## src/sv/bcc_pkg.sv

```systemverilog
// ============================================================================
// bcc_pkg: shared definitions for the button click classifier
// Gesture codes, register indexes, threshold reset values and default widths.
// ============================================================================
package bcc_pkg;

    // Default width of the tick counters.
    localparam int COUNT_WIDTH_DEF = 32;

    // Width of a threshold register and of the configuration data bus.
    localparam int CFG_DATA_W = 32;
    localparam int CFG_INDEX_W = 2;

    // Register indexes on the configuration port.
    localparam logic [CFG_INDEX_W-1:0] REG_DOUBLE_GAP  = 2'd0;
    localparam logic [CFG_INDEX_W-1:0] REG_SHORT_PRESS = 2'd1;
    localparam logic [CFG_INDEX_W-1:0] REG_LONG_PRESS  = 2'd2;

    // Threshold values after reset.
    localparam logic [CFG_DATA_W-1:0] DOUBLE_GAP_RST  = 32'd300;
    localparam logic [CFG_DATA_W-1:0] SHORT_PRESS_RST = 32'd500;
    localparam logic [CFG_DATA_W-1:0] LONG_PRESS_RST  = 32'd1000;

    // Gesture codes carried by a result.
    typedef enum logic [1:0] {
        GESTURE_NONE   = 2'd0,
        GESTURE_SINGLE = 2'd1,
        GESTURE_DOUBLE = 2'd2,
        GESTURE_LONG   = 2'd3
    } gesture_t;

endpackage

```

## src/sv/button_click_classifier.sv

```systemverilog
// ============================================================================
// button_click_classifier: single, double and long press detector
// Classifies samples of one active-low button into click gestures.
// ============================================================================
// Usage:
// Each request on the s_ channel carries one sample of the button line
// (1 released, 0 pressed), taken at one time tick. Every request yields
// exactly one result on the m_ channel: the gesture code, which is none for
// most samples. The three thresholds are written through the cfg_ port at
// any time the block is idle; index 3 is ignored.
// A sample is held in the input register, then classified, with the counters
// updated, as it moves into the output register. Throughput is one sample per
// cycle while the receiver takes results; the counter update and the threshold
// compares are combinational.
// When the receiver stalls, the output register holds its result and the
// input register still takes one more sample, after which s_ready drops.
// A synchronous reset (aresetn low) empties both registers, clears the
// counters and pending flags, marks the line as released and loads the
// default thresholds.
// ============================================================================
module button_click_classifier #(
    parameter int COUNT_WIDTH = bcc_pkg::COUNT_WIDTH_DEF
) (
    input  logic                           aclk,
    input  logic                           aresetn,
    // Sample channel
    input  logic                           s_valid,
    output logic                           s_ready,
    input  logic                           s_button_level,
    // Result channel
    output logic                           m_valid,
    input  logic                           m_ready,
    output logic [1:0]                     m_gesture,
    // Configuration write port
    input  logic                           cfg_we,
    input  logic [bcc_pkg::CFG_INDEX_W-1:0] cfg_index,
    input  logic [bcc_pkg::CFG_DATA_W-1:0]  cfg_wdata
);
    import bcc_pkg::*;

    // Compare width covers both the counters and the thresholds.
    localparam int CMP_W = (COUNT_WIDTH > CFG_DATA_W) ? COUNT_WIDTH : CFG_DATA_W;
    localparam logic [COUNT_WIDTH-1:0] CNT_MAX = {COUNT_WIDTH{1'b1}};

    logic [CFG_DATA_W-1:0]  double_gap_reg;
    logic [CFG_DATA_W-1:0]  short_press_reg;
    logic [CFG_DATA_W-1:0]  long_press_reg;

    logic                   in_valid_reg;
    logic                   in_level_reg;
    logic                   out_valid_reg;
    gesture_t               out_gesture_reg;
    gesture_t               gesture_next;

    logic                   prev_level_reg, prev_level_next;
    logic [COUNT_WIDTH-1:0] since_press_reg, since_press_next;
    logic [COUNT_WIDTH-1:0] since_release_reg, since_release_next;
    logic [COUNT_WIDTH-1:0] held_reg, held_next;
    logic                   pending_reg, pending_next;
    logic                   long_done_reg, long_done_next;

    logic                   out_free;
    logic                   advance;
    logic                   press_edge;
    logic                   release_edge;

    // Handshake: the output register frees when empty or taken, and the input
    // register frees when it moves into the output register.
    assign out_free  = !out_valid_reg || m_ready;
    assign advance   = in_valid_reg && out_free;
    assign s_ready   = !in_valid_reg || out_free;
    assign m_valid   = out_valid_reg;
    assign m_gesture = out_gesture_reg;

    // Threshold registers.
    always_ff @(posedge aclk) begin
        if (!aresetn) begin
            double_gap_reg  <= DOUBLE_GAP_RST;
            short_press_reg <= SHORT_PRESS_RST;
            long_press_reg  <= LONG_PRESS_RST;
        end else if (cfg_we) begin
            unique case (cfg_index)
                REG_DOUBLE_GAP:  double_gap_reg  <= cfg_wdata;
                REG_SHORT_PRESS: short_press_reg <= cfg_wdata;
                REG_LONG_PRESS:  long_press_reg  <= cfg_wdata;
                default: ;
            endcase
        end
    end

    // Classification of the sample held in the input register.
    always_comb begin
        since_press_next   = (since_press_reg == CNT_MAX) ? since_press_reg
                                                          : since_press_reg + 1'b1;
        since_release_next = (since_release_reg == CNT_MAX) ? since_release_reg
                                                            : since_release_reg + 1'b1;
        held_next       = held_reg;
        pending_next    = pending_reg;
        long_done_next  = long_done_reg;
        prev_level_next = in_level_reg;
        gesture_next    = GESTURE_NONE;

        press_edge   = !in_level_reg && prev_level_reg;
        release_edge = in_level_reg && !prev_level_reg;

        // A press restarts the press counter and rearms the long press.
        if (press_edge) begin
            since_press_next = '0;
            long_done_next   = 1'b0;
        end

        // A release captures the press length and completes or opens a click.
        if (release_edge) begin
            since_release_next = '0;
            held_next          = since_press_next;
            if (pending_reg) begin
                gesture_next = GESTURE_DOUBLE;
                pending_next = 1'b0;
            end else begin
                pending_next   = 1'b1;
                long_done_next = 1'b0;
            end
        end

        // Timeouts: the gap after a release, or a press held long enough.
        if (in_level_reg && pending_next
                && (CMP_W'(since_release_next) > CMP_W'(double_gap_reg))) begin
            if (CMP_W'(held_next) < CMP_W'(short_press_reg)) begin
                gesture_next = GESTURE_SINGLE;
            end
            pending_next = 1'b0;
        end else if (!in_level_reg && !long_done_next
                && (CMP_W'(since_press_next) > CMP_W'(long_press_reg))) begin
            gesture_next   = GESTURE_LONG;
            long_done_next = 1'b1;
            pending_next   = 1'b0;
        end
    end

    // Input register, output register and gesture state.
    always_ff @(posedge aclk) begin
        if (!aresetn) begin
            in_valid_reg      <= 1'b0;
            out_valid_reg     <= 1'b0;
            prev_level_reg    <= 1'b1;
            since_press_reg   <= '0;
            since_release_reg <= '0;
            held_reg          <= '0;
            pending_reg       <= 1'b0;
            long_done_reg     <= 1'b0;
        end else begin
            if (s_valid && s_ready) begin
                in_valid_reg <= 1'b1;
                in_level_reg <= s_button_level;
            end else if (advance) begin
                in_valid_reg <= 1'b0;
            end

            if (advance) begin
                out_valid_reg     <= 1'b1;
                out_gesture_reg   <= gesture_next;
                prev_level_reg    <= prev_level_next;
                since_press_reg   <= since_press_next;
                since_release_reg <= since_release_next;
                held_reg          <= held_next;
                pending_reg       <= pending_next;
                long_done_reg     <= long_done_next;
            end else if (m_ready) begin
                out_valid_reg <= 1'b0;
            end
        end
    end

endmodule

```

## config.mk

```make
export PLATFORM = sky130hd
export DESIGN_NAME = button_click_classifier
export DESIGN_NICKNAME = d
export VERILOG_FILES = /design/src/sv/bcc_pkg.sv /design/src/sv/button_click_classifier.sv
export SDC_FILE = /design/constraint.sdc
export NUM_CORES = 1
export LEC_CHECK = 0
export BUFFER_PORTS_ARGS = -buffer_cell sky130_fd_sc_hd__buf_2
export CORE_MARGIN = 2
export CORE_UTILIZATION = 62
export DETAILED_ROUTE_END_ITERATION = 12
export HOLD_SLACK_MARGIN = 0.05
export PLACE_DENSITY = 0.8
export RECOVER_POWER = 100
export SYNTH_ARGS = -nofsm -noshare
export SYNTH_HDL_FRONTEND = slang
export SYNTH_SLANG_ARGS = --single-unit
```

## constraint.sdc

```tcl
create_clock -name aclk -period 4.5 [get_ports aclk]
set_clock_uncertainty 0.1 [all_clocks]
set_input_delay 0.45 -clock aclk [delete_from_list [all_inputs] [get_ports aclk]]
set_output_delay 0.45 -clock aclk [all_outputs]
set_load 0.05 [all_outputs]
```

==> results.md <==
* Outcome: complete, but fails checks
* Failing checks: max-capacitance violations, max-slew violations
* Crit Reg-Reg Endpoint: m_gesture[1]
* Synth cell types at 59
* Final Hold Viols at 0
* Post-synth EDFFs at 3
* Critical-path top delay cell: dfxtp_1
* # diodes at 0
* Die W at between 100 and 150 µm
* Die Area at about 20,000 µm²
* CP required at between 4 and 5 ns
* Pre-CTS WS at -0.244 ns
* IO buf count at 43
* Cell accounting for the most synthesized area: dfxtp_1
* Fin util at 69.9%
* Detailed-route via count at between 10,000 and 15,000
* Fmax achieved at between 200 and 250 MHz
* Crit path launch type: register
* Most frequent cells in the layout: nand2_1, dfxtp_1, a21oi_1
* Global-route wire length before repair at 52,300 µm
* YS warnings at 0
* Cell depth of the worst flop-to-flop path at 18
* TritonCTS buffer count at 17
* Die extent in y at 141 µm
* Setup violations, final at 0
* Hold Path Class: input port to register
* Placed instance count at 1,795
* Reg2Reg Setup Slack at 0.08 ns
* Total track usage at ~33%
* Synth top area share at between 30 and 40%
* Primary FF master, synth: dfxtp_1
* Layout cell share with drive strength beyond 1 at 9.71%
* GRT Residual Overflow at 0
* Synth top area cells: dfxtp_1, nand2_1, ha_1
* Avg WL per Cell at ~18 µm
* Hold Path Stages at 1
* Global-route met1 utilization at 46.9%
* Worst slew margin at -38.6%
* CTS tree: yes
* Worst vdd ir at approximately 290 µV
* Hold Buf Count CTS at 0
* Mapped Cells at around 1,600
* Pwr Density at 291 nW/µm²
* Clk sink count at 200
* Nets@finish at approximately 1,700
* Period minus WS final at 4.42 ns
* HPWL Detailed at ~23,000 µm
* Core region area at between 15,000 and 20,000 µm²
* Filler cell count in the final layout at ~1,500
* Max stage delay on crit path at roughly 0.4 ns
* Dpl cell area at between 10,000 and 15,000 µm²
* DRC errors left at 0
* H-Tree Level Count at 4
* Leakage power at a little over 0.005 µW
* Synth Register Bits at 200
* Vias per cell at 6.09
* Worst Path Class, Setup: register to register
* Area grow syn2layout at 11.4%
* Clock Pin Slew Worst Setup and Hold Paths at ~0.08 ns
* Initial DRT Pass Iterations at 6
* Final worst slack at approximately 0.076 ns
* Synth Area per Inst at 7.42 µm²
* Sequential cell area fraction in the yosys report at 34.7%
* Root buf cell: clkbuf_16
* Asr flop ratio synth at 0%
* Mapped Nets at roughly 1,700
* Crit path launch: since_press_reg[0]
* Total routed wirelength at 32,700 µm
* Largest net degree at the start of global routing at 76
* Hold WS at between 0.07 and 0.08 ns
* Commonest non-fill, non-tap cell in the layout: nand2_1
* Tcrit/Tclk final at a little over nine tenths
* Max Cap Viol at 5
* Ports at 44
* Routability cong. at roughly 0.95
* Number of global-route vias before repair at between 10,000 and 15,000
* Slew Limit Fails at 206
* Reg-to-Reg Start: since_press_reg[0]
* Syn Std Cell Area at 11,600 µm²
* Drt initial violations at between 1,000 and 1,500
* Initial core utilization at 62.7%
* Antenna-violating nets left at 0
* Gr busiest metal: met2
* Worst Setup EP: m_gesture[1]
* Std-Cell Rows at 50
* Worst Path Arrival at 4.64 ns
* Initial antenna violation count at 0
* Clk Latency, worst-skew pair at approximately 0.45 ns
* Crit path cell chain: ha_1, and4_1, and4_2, nand3_1, and3_1, and4_1, xnor2_1, buf_4, nor2_1, ha_1, nand4_1, or2_2, a311oi_2, a211oi_1, buf_4, o31ai_2, o211a_1, a21o_1
* Worst Setup End Kind: register
* Worst Tran Pin Value at 2.08 ns
* Crit Path Max Fanout at 4
* Final Cell Area at ~13,000 µm²
* CTS max path bufs at 2
* Met2 Use GR at 50.3%
* Final std cells w/o fill at approximately 1,800
* Met3 Use GR at ~5.6%
==> power by group <==
group          switching [µW]  leakage [µW]  internal (µW)
combinational             250       0.00321            111
clock                     815      0.000293            754
sequential               20.2       0.00163           1810
total                    1090       0.00514           2670
==> synthesized netlist by cell type, types with 22 or more instances <==
library cell and instances:
o211ai_1 23, ha_1 96, o21ai_0 70, a21oi_1 170
nand4_1 32, xor2_1 42, nand3_1 42, nor3_1 22
xnor2_1 24, nand2_1 331, clkbuf_1 71, dfxtp_1 197
nor2_1 129, a21o_1 24, inv_1 104
==> metal layers <==
layer	share of wire [%]	vias up	routed length (µm)
met2	44	486	14400
met4	2.9	0	941
met3	9.2	64	3000
li1	-	5374	-
met1	44	5220	14400
met5	0	-	0
==> what timing repair did <==
action | CTS | global route
resized for setup | 5 | 37
setup buffers | 0 | 4
setup endpoints to repair | 2 | 4
pin swaps | 0 | 12
==> metrics by stage <==
stage / power [µW] / TNS [ns]
finish: 3760 / 0
global route: 3860 / -0.220
CTS: 3750 / 0
detailed placement: 2210 / -0.419
global placement: 2200 / -0.123
floorplan: 2080 / 0
==> layout make-up <==
type                    instances  area [µm²]  share of cell area, %
multi-input cells            1170        7030                   54.4
repair buffers                 90         568                   4.39
flip-flops and latches        200        4050                   31.3
inverters                     105         395                   3.06
clock inverters                15         176                   1.36
clock buffers                  17         425                   3.29
well taps                     234         293                   2.26
==> worst min path at each step <==
stage                             start             endpoint  slack [ns]
floorplan            double_gap_reg[10]   double_gap_reg[10]        0.34
global placement    short_press_reg[12]  short_press_reg[12]        0.34
detailed placement   double_gap_reg[27]   double_gap_reg[27]        0.35
CTS                      s_button_level         in_level_reg        0.07
global route             s_button_level         in_level_reg        0.07
finish                   s_button_level         in_level_reg        0.07
==> critical path, delay by kind of cell, from the launching register on <==
family | cells | cell delay (ns)
xor+xnor | 1 | 0.14
flops | 1 | 0.41
buf+inv | 2 | 0.34
simple gates | 8 | 1.87
fa+ha+maj | 2 | 0.50
compound gates | 5 | 0.91
==> cell families (layout without fill, tap and decap cells) <==
group | after synthesis | count (layout) | synth area share [%]
AND/OR/NAND/NOR | 650 | 650 | 25.1
AO/OA/AOI/OAI | 353 | 353 | 18.0
buffers and inverters | 194 | 227 | 6.35
flip-flops | 200 | 200 | 34.7
multiplexers | 5 | 5 | 0.431
adder cells (fa/ha/maj) | 96 | 96 | 10.3
XOR/XNOR | 66 | 66 | 4.98
(Power assumes the default switching activity.)
